===== config.mk =====
export PLATFORM = sky130hd
export DESIGN_NAME = bmtb_fifo
export DESIGN_NICKNAME = d
export VERILOG_FILES = /design/src/rtl/core/bitmap_text_blitter_defines.svh /design/src/rtl/core/bmtb_pkg.sv /design/src/rtl/core/bmtb_fifo.sv
export SDC_FILE = /design/constraint.sdc
export NUM_CORES = 1
export LEC_CHECK = 0
export ABC_AREA = 0
export BUFFER_PORTS_ARGS = -buffer_cell sky130_fd_sc_hd__buf_4
export CELL_PAD_IN_SITES_DETAIL_PLACEMENT = 0
export CELL_PAD_IN_SITES_GLOBAL_PLACEMENT = 1
export CORE_MARGIN = 3
export CORE_UTILIZATION = 50
export CTS_CLUSTER_DIAMETER = 150
export DETAILED_ROUTE_END_ITERATION = 8
export GPL_TIMING_DRIVEN = 0
export PLACE_DENSITY_LB_ADDON = 0.1
export SETUP_SLACK_MARGIN = 0.1
export SYNTH_ARGS = -nofsm -noshare
export SYNTH_HDL_FRONTEND = slang
export SYNTH_SLANG_ARGS = --single-unit
export TNS_END_PERCENT = 10

===== constraint.sdc =====
create_clock -name clk -period 3.3 [get_ports clk]
set_clock_uncertainty 0.2 [all_clocks]
set_input_delay 0.165 -clock clk [delete_from_list [all_inputs] [get_ports clk]]
set_output_delay 0.165 -clock clk [all_outputs]
set_load 0.01 [all_outputs]

===== src/rtl/core/bitmap_text_blitter_defines.svh =====
// Assertion helpers for the blitter modules; only bmtb_back includes this file.
// Each macro expects signals named clk and arst_n in the module that uses it.
`ifndef BITMAP_TEXT_BLITTER_DEFINES_SVH
`define BITMAP_TEXT_BLITTER_DEFINES_SVH

// The condition must hold at every clock edge outside reset.
`define BMTB_ASSERT_NOW(label, expr, msg) \
	label: assert property (@(posedge clk) disable iff (!arst_n) (expr)) else $error(msg);

// When the antecedent holds, the consequent must hold at the next clock edge.
`define BMTB_ASSERT_NEXT(label, ante, cons, msg) \
	label: assert property (@(posedge clk) disable iff (!arst_n) (ante) |=> (cons)) \
		else $error(msg);

`endif


===== src/rtl/core/bmtb_pkg.sv =====
package bmtb_pkg;

	localparam int POS_W = 12;
	localparam logic [POS_W-1:0] POS_MAX = 12'hFFF;
	localparam int GIDX_W = 3;
	localparam int GLYPH_NUM_W = 7;
	localparam logic [7:0] NEWLINE_CODE = 8'd10;
	localparam logic [GIDX_W-1:0] TOP_BIT = 3'd7;
	localparam int QDEPTH = 4;
	localparam int QPTR_W = 2;

	typedef enum logic [1:0] {
		OP_LOAD   = 2'd0,
		OP_CURSOR = 2'd1,
		OP_DRAW   = 2'd2
	} opcode_t;

	typedef enum logic {
		CMD_LOAD = 1'b0,
		CMD_DRAW = 1'b1
	} cmd_kind_t;

	// One queued command. For a load, data is the row pattern; for a draw, the ink.
	typedef struct packed {
		cmd_kind_t               kind;
		logic [GLYPH_NUM_W-1:0]  glyph;
		logic [GIDX_W-1:0]       row_index;
		logic [7:0]              data;
		logic [POS_W-1:0]        col;
		logic [POS_W-1:0]        row;
	} cmd_t;

endpackage


===== src/rtl/core/bmtb_fifo.sv =====
module bmtb_fifo (
	input  logic           clk,
	input  logic           arst_n,
	input  logic           push,
	input  bmtb_pkg::cmd_t push_cmd,
	output logic           full,
	input  logic           pop,
	output bmtb_pkg::cmd_t pop_cmd,
	output logic           empty
);

	bmtb_pkg::cmd_t                 slot_q [bmtb_pkg::QDEPTH];
	logic [bmtb_pkg::QPTR_W-1:0]    wr_ptr_q;
	logic [bmtb_pkg::QPTR_W-1:0]    rd_ptr_q;
	logic [bmtb_pkg::QPTR_W:0]      count_q;
	logic                           do_push;
	logic                           do_pop;

	always_comb begin
		full    = (count_q == (bmtb_pkg::QPTR_W + 1)'(bmtb_pkg::QDEPTH));
		empty   = (count_q == '0);
		do_push = push && !full;
		do_pop  = pop && !empty;
		pop_cmd = slot_q[rd_ptr_q];
	end

	always_ff @(posedge clk) begin
		if (do_push) begin
			slot_q[wr_ptr_q] <= push_cmd;
		end
	end

	always_ff @(posedge clk or negedge arst_n) begin
		if (!arst_n) begin
			wr_ptr_q <= '0;
			rd_ptr_q <= '0;
			count_q  <= '0;
		end else begin
			if (do_push) begin
				wr_ptr_q <= wr_ptr_q + 1'b1;
			end
			if (do_pop) begin
				rd_ptr_q <= rd_ptr_q + 1'b1;
			end
			if (do_push && !do_pop) begin
				count_q <= count_q + 1'b1;
			end else if (do_pop && !do_push) begin
				count_q <= count_q - 1'b1;
			end
		end
	end

endmodule


==> run summary <==
### Critical path
- sky130_fd_sc_hd__dfrtp_1 — cell with the biggest individual delay on the critical path
- or3_1 -> nand2_1 -> ha_1 -> inv_1 -> fa_1 -> xor2_1 -> nor2_1 -> xor2_1 — crit-path cells
- count_q[0]$_DFFE_PN0P_ — worst r2r src
- 4 — CP max FO
- 0.44 ns — worst stage delay on the critical path
- flip-flop to flip-flop — Setup Crit Path Kind
- 0.98 ns — minimum setup slack among reg-to-reg paths
- 3.44 ns — Required @ worst endpoint
- 2.46 ns — endpoint arrival time on the critical path
- flip-flop — startpoint class of the critical path
- flip-flop — critical path capture point type
- 8 — R2R cell count
- count_q[2]$_DFFE_PN0P_ — endpoint of the worst-slack reg-to-reg timing path
- sky130_fd_sc_hd__xor2_1 — most numerous cell on the critical path

### CTS
- 17 — TritonCTS Buffers
- 4 — H-tree level count
- 0 — post-CTS repair timing setup buffer count
- sky130_fd_sc_hd__clkbuf_16 — clock root buffer
- 0.06 ns — Worst-path clk slew
- 2 — buffer depth of the longest clock path
- 0.41 ns — clock latency on the worst-skew pair
- 0 — number of gates resized after CTS
- 179 — CTS sink cnt
- built — CTS tree
- 47 — number of buffers added to fix hold violations after cts

### Drt
- 5.15 — Via density
- 4 — number of iterations in the first detailed-routing pass
- 11500 um — Post-Route WL
- 0 — post-route DRC violation count
- 184 — Detailed Route Iter0 Violations
- 18.9 um — Routed wire per std cell
- 0 — number of routed nets with antenna violations
- 3125 — vias

### Die
- 14800 um^2 — area of the die
- 122 um — Die W
- 122 um — Chip Height
- 12900 um^2 — placeable core region
- 41 — Rows
- 92 — I/O pins
- 52.0% — Initial Utilization

### Finish
- 67.6% — final core utilization
- 30.1% — Synth-to-Final Area Change
- 475 — Layout Nets
- 41.4% — fraction of final layout cells with drive strength greater than 1
- sky130_fd_sc_hd__edfxtp_1 (172), sky130_fd_sc_hd__buf_4 (91), sky130_fd_sc_hd__dlygate4sd3_1 (47), sky130_fd_sc_hd__mux4_2 (38), sky130_fd_sc_hd__clkbuf_16 (17) — most used cells in the layout excluding fill and tap cells
- sky130_fd_sc_hd__edfxtp_1 — commonest non-fill, non-tap cell in the layout
- 0 — diode insertion count for antenna repair
- 607 — fin cells

### STA
- 67.2% — Max transition margin
- 2.32 ns — post-layout min period
- 0 — final hold vios
- 0 — count of endpoints failing setup in the final report
- 0 — Slew Viols, Final
- no — unrepaired setup endpoints after global routing
- 0 ns — final-layout setup total negative slack
- 0.430 GHz — highest clock rate
- 0.492 ns — transition at the pin with the smallest max-transition slack
- 70.5% — Tcrit/Tclk final

### Min path
- count_q[2]$_DFFE_PN0P_ — worst min-delay path endpoint
- flip-flop to flip-flop — Hold Crit Class
- count_q[2]$_DFFE_PN0P_ — critical hold path startpoint
- 1 — WHS Path Cells

### Synth
- 0 — number of warning messages in the yosys log
- 79.8% — post-synthesis sequential area ratio
- 179 — post-synthesis register bit count
- 21 — synth unique cells
- 261 — count of mapped cells out of synthesis
- 77.2% — top cell type's share of synthesized area
- sky130_fd_sc_hd__edfxtp_1 (77%), sky130_fd_sc_hd__mux4_2 (13%), sky130_fd_sc_hd__dfrtp_1 (2.6%) — biggest area contributors in the synthesized netlist
- 6690 um^2 — area of the mapped netlist
- 314 — post-synth net total
- 15.1% — portion of netlist area occupied by mux cells
- 0% — Compound-Gate Fraction of Synth Area
- 25.6 um^2 — Syn Area/Cell
- multiplexers — combinational family with the most area after synthesis
- 0.935% — fraction of the mapped netlist area in simple logic gates
- sky130_fd_sc_hd__edfxtp_1 — library cell occupying the most area in the post-synthesis netlist
- 1.23% — post-synthesis share of cell area spent on full adders, half adders and majority gates
- 0.785% — xor/xnor cell area share of the yosys netlist

### Pwr
- 33.2% — combinational power share
- 3.09 nW — static power due to leakage
- 490 uV — worst ir drop on vdd
- 25.0% — Clk pwr share
- 857 nW/um^2 — pwr/cell area
- 0.00538 W — internal power
- 41.8% — part of the power in registers
- 0.00746 W — total power after layout
- 27.9% — Sw Share
- 0.00208 W — Switching Power

### Global route
- 0 — final global-route overflow total
- 16.9% — overall global routing resource usage
- 3436 — vias in the first global route
- 18200 um — global-route wire length before repair
- 33 — maximum number of pins on one net before global-route repair
- 0 — initial antenna violation count

### Placed design
- 528 — Inst Count DP
- 91 — number of buffers inserted by port buffering
- 0.679 — weighted congestion at the end of routability-driven global placement
- 7000 um — placed wire-length estimate

### Flow run
- 0 — maxcap violations

### Run status
- complete, no violations — outcome

## power groups by stage
stage / logic [W] / registers [W] / clock network [W]
after global routing: 0.00270 / 0.00316 / 0.00201
after detailed placement: 0.00250 / 0.00317 / 0
after CTS: 0.00255 / 0.00313 / 0.00191
after floorplan: 0.00149 / 0.00315 / 0
after global placement: 0.00242 / 0.00318 / 0
final: 0.00248 / 0.00312 / 0.00186
## synthesized netlist by cell type, drive strengths merged
master  number
edfxtp     172
mux4        43
buf         11
dfrtp        7
ha           5
and2         4
inv          4
xnor2        4
mux2         2
xor2         2
fa           1
nand2        1
nand3        1
nor2         1
nor2b        1
nor3b        1
or3          1
## metal layers
layer	GRT usage, %	part of all wire (%)
met1	21.1	41
met2	28.3	52
met3	5.34	6.0
met4	5.88	1.1
met5	0	0
## critical path, delay by kind of cell, from the launching register on
kind          cells  cell delay (ns)
simple gates      3             0.69
fa+ha+maj         2             0.55
flops             1             0.44
xor+xnor          2             0.31
buf+inv           1             0.06
## registers in the layout (all words and copies together), names as in the netlist
signal	cells
slot_q	172
count_q	3
rd_ptr_q	2
wr_ptr_q	2
## per-stage QoR
| stage | instance area [um^2] | setup WS (ns) | hold slack [ns] |
|---|---|---|---|
| floorplan | 6690 | 0.827 | -0.331 |
| global placement | 7590 | 0.0171 | -0.213 |
| detailed placement | 7680 | 0.957 | -0.214 |
| CTS | 8710 | 0.935 | 0.267 |
| global route | 8710 | 0.788 | 0.282 |
| finish | 8710 | 0.975 | 0.277 |
## worst max-delay path by stage
stage                                start                       to  slack, ns  cells past startpoint
floorplan           count_q[2]$_DFFE_PN0P_   slot_q[0][0]$_DFFE_PP_       0.83                      4
global placement    count_q[2]$_DFFE_PN0P_  slot_q[0][15]$_DFFE_PP_       0.02                      4
detailed placement  count_q[0]$_DFFE_PN0P_   count_q[2]$_DFFE_PN0P_       0.96                      8
CTS                 count_q[0]$_DFFE_PN0P_   count_q[2]$_DFFE_PN0P_       0.94                      8
global route        count_q[0]$_DFFE_PN0P_   count_q[2]$_DFFE_PN0P_       0.79                      8
finish              count_q[0]$_DFFE_PN0P_   count_q[2]$_DFFE_PN0P_       0.98                      8
## logic make-up after synthesis
| family | Yosys count |
|---|---|
| mux | 45 |
| simple gates | 10 |
| buf+inv | 15 |
| fa+ha+maj | 6 |
| xor+xnor | 6 |
| flops | 179 |
## cell type report
| class | count | area, um^2 |
|---|---|---|
| inverter | 4 | 15.0 |
| clock inverter | 14 | 129 |
| tap | 172 | 215 |
| multi-input combinational | 67 | 1220 |
| buffer | 11 | 128 |
| timing repair buffer | 142 | 1230 |
| clock buffer | 18 | 429 |
| fill | 868 | 4170 |
| sequential | 179 | 5340 |
Note: power is estimated with default switching activity, not from simulation.
