File: config.mk
export PLATFORM = sky130hd
export DESIGN_NAME = bmtb_front
export DESIGN_NICKNAME = d
export VERILOG_FILES = /design/src/rtl/core/bitmap_text_blitter_defines.svh /design/src/rtl/core/bmtb_pkg.sv /design/src/rtl/core/bmtb_front.sv
export SDC_FILE = /design/constraint.sdc
export NUM_CORES = 1
export LEC_CHECK = 0
export ABC_AREA = 1
export BUFFER_PORTS_ARGS = -buffer_cell sky130_fd_sc_hd__buf_2
export CORE_MARGIN = 3
export CORE_UTILIZATION = 40
export DETAILED_ROUTE_END_ITERATION = 8
export PLACE_DENSITY = 0.83
export SYNTH_ARGS = -nofsm -noshare
export SYNTH_HDL_FRONTEND = slang
export SYNTH_SLANG_ARGS = --single-unit
File: constraint.sdc
create_clock -name clk -period 1.45 [get_ports clk]
set_input_delay 0.29 -clock clk [delete_from_list [all_inputs] [get_ports clk]]
set_output_delay 0.29 -clock clk [all_outputs]
set_load 0.01 [all_outputs]
File: src/rtl/core/bitmap_text_blitter_defines.svh
// Assertion helpers for the blitter modules; only bmtb_back includes this file.
// Each macro expects signals named clk and arst_n in the module that uses it.
`ifndef BITMAP_TEXT_BLITTER_DEFINES_SVH
`define BITMAP_TEXT_BLITTER_DEFINES_SVH

// The condition must hold at every clock edge outside reset.
`define BMTB_ASSERT_NOW(label, expr, msg) \
	label: assert property (@(posedge clk) disable iff (!arst_n) (expr)) else $error(msg);

// When the antecedent holds, the consequent must hold at the next clock edge.
`define BMTB_ASSERT_NEXT(label, ante, cons, msg) \
	label: assert property (@(posedge clk) disable iff (!arst_n) (ante) |=> (cons)) \
		else $error(msg);

`endif

File: src/rtl/core/bmtb_pkg.sv
package bmtb_pkg;

	localparam int POS_W = 12;
	localparam logic [POS_W-1:0] POS_MAX = 12'hFFF;
	localparam int GIDX_W = 3;
	localparam int GLYPH_NUM_W = 7;
	localparam logic [7:0] NEWLINE_CODE = 8'd10;
	localparam logic [GIDX_W-1:0] TOP_BIT = 3'd7;
	localparam int QDEPTH = 4;
	localparam int QPTR_W = 2;

	typedef enum logic [1:0] {
		OP_LOAD   = 2'd0,
		OP_CURSOR = 2'd1,
		OP_DRAW   = 2'd2
	} opcode_t;

	typedef enum logic {
		CMD_LOAD = 1'b0,
		CMD_DRAW = 1'b1
	} cmd_kind_t;

	// One queued command. For a load, data is the row pattern; for a draw, the ink.
	typedef struct packed {
		cmd_kind_t               kind;
		logic [GLYPH_NUM_W-1:0]  glyph;
		logic [GIDX_W-1:0]       row_index;
		logic [7:0]              data;
		logic [POS_W-1:0]        col;
		logic [POS_W-1:0]        row;
	} cmd_t;

endpackage

File: src/rtl/core/bmtb_front.sv
module bmtb_front #(
	parameter int GLYPH_ROWS  = 8,
	parameter int GLYPH_COLS  = 8,
	parameter int GLYPH_COUNT = 128
) (
	input  logic                          clk,
	input  logic                          arst_n,
	input  logic                          s_valid,
	output logic                          s_ready,
	input  logic [1:0]                    opcode,
	input  logic [bmtb_pkg::POS_W-1:0]    start_x,
	input  logic [bmtb_pkg::POS_W-1:0]    start_y,
	input  logic [7:0]                    char_code,
	input  logic [7:0]                    ink_color,
	input  logic [bmtb_pkg::GIDX_W-1:0]   row_index,
	input  logic [7:0]                    row_bits,
	input  logic                          q_full,
	output logic                          q_push,
	output bmtb_pkg::cmd_t                q_cmd
);

	localparam logic [7:0] GLYPH_LIMIT = 8'(GLYPH_COUNT);
	localparam logic [3:0] ROW_STEP = 4'(GLYPH_ROWS);
	localparam logic [3:0] COL_STEP = 4'(GLYPH_COLS);

	logic [bmtb_pkg::POS_W-1:0] col_q;
	logic [bmtb_pkg::POS_W-1:0] row_q;
	logic [bmtb_pkg::POS_W-1:0] margin_q;
	logic accept;
	logic is_draw;
	logic is_newline;
	logic load_ok;
	logic draw_ok;

	function automatic logic [bmtb_pkg::POS_W-1:0] sat_add(
		input logic [bmtb_pkg::POS_W-1:0] a,
		input logic [3:0] b
	);
		logic [bmtb_pkg::POS_W:0] s;
		s = {1'b0, a} + {9'd0, b};
		return s[bmtb_pkg::POS_W] ? bmtb_pkg::POS_MAX : s[bmtb_pkg::POS_W-1:0];
	endfunction

	always_comb begin
		s_ready    = !q_full;
		accept     = s_valid && !q_full;
		is_draw    = (opcode == bmtb_pkg::OP_DRAW);
		is_newline = (char_code == bmtb_pkg::NEWLINE_CODE);
		load_ok    = (opcode == bmtb_pkg::OP_LOAD) && (char_code < GLYPH_LIMIT)
			&& ({1'b0, row_index} < ROW_STEP);
		draw_ok    = is_draw && !is_newline && (char_code < GLYPH_LIMIT);
		q_push     = accept && (load_ok || draw_ok);

		q_cmd.kind      = is_draw ? bmtb_pkg::CMD_DRAW : bmtb_pkg::CMD_LOAD;
		q_cmd.glyph     = char_code[bmtb_pkg::GLYPH_NUM_W-1:0];
		q_cmd.row_index = row_index;
		q_cmd.data      = is_draw ? ink_color : row_bits;
		q_cmd.col       = col_q;
		q_cmd.row       = row_q;
	end

	always_ff @(posedge clk or negedge arst_n) begin
		if (!arst_n) begin
			col_q    <= '0;
			row_q    <= '0;
			margin_q <= '0;
		end else if (accept) begin
			unique case (opcode)
				bmtb_pkg::OP_CURSOR: begin
					col_q    <= start_x;
					margin_q <= start_x;
					row_q    <= start_y;
				end
				bmtb_pkg::OP_DRAW: begin
					if (is_newline) begin
						row_q <= sat_add(row_q, ROW_STEP);
						col_q <= margin_q;
					end else begin
						col_q <= sat_add(col_q, COL_STEP);
					end
				end
				default: begin
				end
			endcase
		end
	end

endmodule

==> results.sh <==
export IMPL_status="finished clean"
export IMPL_worst_slew_pin_slew_ps=474.0
export IMPL_insertion_delay_ps=300
export IMPL_grt_ovfl_total=0
export IMPL_finish_utilization=0.5545
export IMPL_r2r_setup_slack_ps=70
export IMPL_p_leak_nw=1.943
export IMPL_grt_max_degree=37
export IMPL_area_growth_pct=31.15
export IMPL_cp_end_kind="register"
export IMPL_routed_via_density=4.795
export IMPL_crit_required_ps=1660
export IMPL_grtUsageTotal=0.1836
export IMPL_ant_nets=0
export IMPL_holdWs_ps=17.99
export IMPL_yosysTopAreaCellShare=0.3516
export IMPL_die_w_um=86.04
export IMPL_fmax_mhz=724.8
export IMPL_gp_congestion=0.8884
export IMPL_dp_hpwl_um=5197
export IMPL_r2r_start="col_q[8]$_DFFE_PN0P_"
export IMPL_placed_cell_area_um2=3189
export IMPL_drv_cap=0
export IMPL_dieHeight_um=86.04
export IMPL_nNetsFinal=543
export IMPL_fin_crit_ps=1380
export IMPL_path_clk_slew_ps=80
export IMPL_final_layout_size_suffix_gt1_frac=0.3382
export IMPL_cts_sinks=36
export IMPL_fin_area_um2=3361
export IMPL_numCtsBuffers=5
export IMPL_r2r_cells=8
export IMPL_cp_max_fo=5
export IMPL_grt_pass1_wl_um=11100
export IMPL_cts_max_level=2
export IMPL_regToRegEndpoint="col_q[5]$_DFFE_PN0P_"
export IMPL_fillers=559
export IMPL_syn_area_um2=2562
export IMPL_synth_area_leader_cell="dfrtp_1"
export IMPL_crit_path_start="col_q[8]$_DFFE_PN0P_"
export IMPL_synth_seq_area_share=0.3516
export IMPL_setup_viol=0
export IMPL_syn_avg_cell_area_um2=6.761
export IMPL_start_util=0.4228
export IMPL_core_um2=6061
export IMPL_die_area_um2=7403
export IMPL_vias=2671
export IMPL_start_kind="register"
export IMPL_synth_cell_type_count=29
export IMPL_power_density_nw_per_um2=1112
export IMPL_diodes=0
export IMPL_slew_viol_final=0
export IMPL_wl_per_cell_um=12.28
export IMPL_row_count=28
export IMPL_fin_crit_sh=0.9515
export IMPL_total_power_mw=3.738
export IMPL_clockBufferDepth=2
export IMPL_ys_top_cells_by_area="dfrtp_1, nand2_1, nor2_1"
export IMPL_wl_um=6841
export IMPL_clock_root_buffer="clkbuf_8"
export IMPL_hold_class="primary input to async pin"
export IMPL_critPathKind="register to register"
export IMPL_hold_viol=0
export IMPL_ios=102
export IMPL_skew_ps=9.081
export IMPL_rsz0062_at_grt="true"
export IMPL_syn_nets=441
export IMPL_maxSlewHeadroom=0.6840
export IMPL_drt_iter0_drc=237
export IMPL_io_buffers=95
export IMPL_yosys_warnings=0
export IMPL_cts_tree="done"
export IMPL_grt_pass1_vias=2579
export IMPL_crit_arrival_ps=1590
export IMPL_max_vdd_ir_drop_mv=0.6126
export IMPL_drc=0
export IMPL_antenna_found_initial=0
export IMPL_ys_seq_elements=36
export IMPL_synthCells=379
export IMPL_firstDrtPassIters=4
-- state kept, by name, indices dropped and copies added, names as in the netlist --
signal / count
margin_q: 12
row_q: 12
col_q: 12
-- power by group --
part / leakage (nW) / internal [mW] / total [mW] / switching [mW]
registers: 0.410 / 1.24 / 1.46 / 0.213
logic: 1.48 / 0.599 / 1.37 / 0.769
clock network: 0.0541 / 0.509 / 0.914 / 0.404
-- metrics by stage --
step	setup TNS [ps]	worst slack, ps	std cells
finish	0	70.31	557
global route	-332.7	-60.97	557
CTS	0	8.195	556
detailed placement	-1179	-105.5	548
global placement	-588.4	-48.69	548
floorplan	0	58.30	379
-- worst max-delay path by stage --
stage	end	slack [ps]
finish	col_q[5]$_DFFE_PN0P_	70
global route	col_q[5]$_DFFE_PN0P_	-60
CTS	q_cmd[29]	8
detailed placement	row_q[7]$_DFFE_PN0P_	-110
global placement	q_cmd[24]	-50
floorplan	col_q[4]$_DFFE_PN0P_	60
-- final cells by class --
cell class,instances,area (µm²),area share
Multi-Input combinational cell,267,1338,0.3980
Sequential cell,36,904.6,0.2692
Timing Repair Buffer,117,708.2,0.2107
Inverter,54,205.2,0.06106
Tap cell,75,93.84,0.02792
Clock buffer,5,68.82,0.02048
Clock inverter,3,42.54,0.01266
-- worst max-delay path: stages, from the launching register on --
cell and delay (ps):
dfrtp_1 450, nand2_1 140, nor2_1 190, nand2_1 130, nand2_4 80, inv_2 60
nand2_1 60, nand2_1 50, a21oi_1 140
-- per-layer routing --
metal / vias up / GRT usage / part of all wire
met5: - / 0 / 0
met4: 0 / 0.08058 / 0.019
met3: 11 / 0.03266 / 0.060
met2: 88 / 0.3217 / 0.51
met1: 1211 / 0.2185 / 0.41
li1: 1361 / - / -
-- cell families (layout without fill, tap and decap cells) --
| logic type | after synthesis | in the layout | share of synthesized area |
|---|---|---|---|
| mux | 5 | 5 | 0.02197 |
| fa+ha+maj | 5 | 5 | 0.02441 |
| buf+inv | 76 | 179 | 0.1396 |
| flops | 36 | 36 | 0.3516 |
| compound gates | 42 | 42 | 0.08545 |
| xor+xnor | 9 | 9 | 0.03076 |
| simple gates | 206 | 206 | 0.3462 |
-- cells in the final DEF (no fill, tap or decap), types with 3 or more instances in the layout --
| cell | instances |
|---|---|
| nand2_1 | 106 |
| buf_2 | 95 |
| nor2_1 | 52 |
| inv_1 | 48 |
| dfrtp_1 | 33 |
| a21oi_1 | 27 |
| nand3_1 | 20 |
| buf_4 | 17 |
| o21ai_0 | 11 |
| nand2_2 | 8 |
| xor2_1 | 6 |
| inv_2 | 5 |
| mux2_2 | 5 |
| clkbuf_8 | 5 |
| nor3_1 | 4 |
| buf_12 | 4 |
| nor2_2 | 3 |
| nand2_4 | 3 |
| xnor2_1 | 3 |
| ha_1 | 3 |
| dfrtp_2 | 3 |
-- cell usage after synthesis --
cell type  number
nand2_1       108
nor2_1         54
inv_1          50
dfrtp_1        36
a21oi_1        28
nand3_1        20
buf_4          12
o21ai_0        11
nand2_2         6
xor2_1          6
ha_1            5
mux2_2          5
nor3_1          5
buf_2           4
inv_2           4
buf_6           3
clkbuf_1        3
nand2_4         3
xnor2_1         3
nand3_2         2
nand3b_1        2
nor2_4          2
a21boi_0        1
a21oi_2         1
nand4_1         1
nor2_2          1
o211ai_1        1
or2_1           1
or2_2           1
-- what timing repair did --
| item | 4_1_cts | 5_1_grt |
|---|---|---|
| gates cloned | 0 | 1 |
| endpoints found under the setup margin | 8 | 23 |
| buffers inserted | 0 | 0 |
| endpoints found under the hold margin | 0 | 0 |
| pin swaps | 0 | 1 |
| hold buffers | 0 | 0 |
| gates resized for setup | 2 | 12 |
No activity file was read; power rests on OpenSTA's default activity.
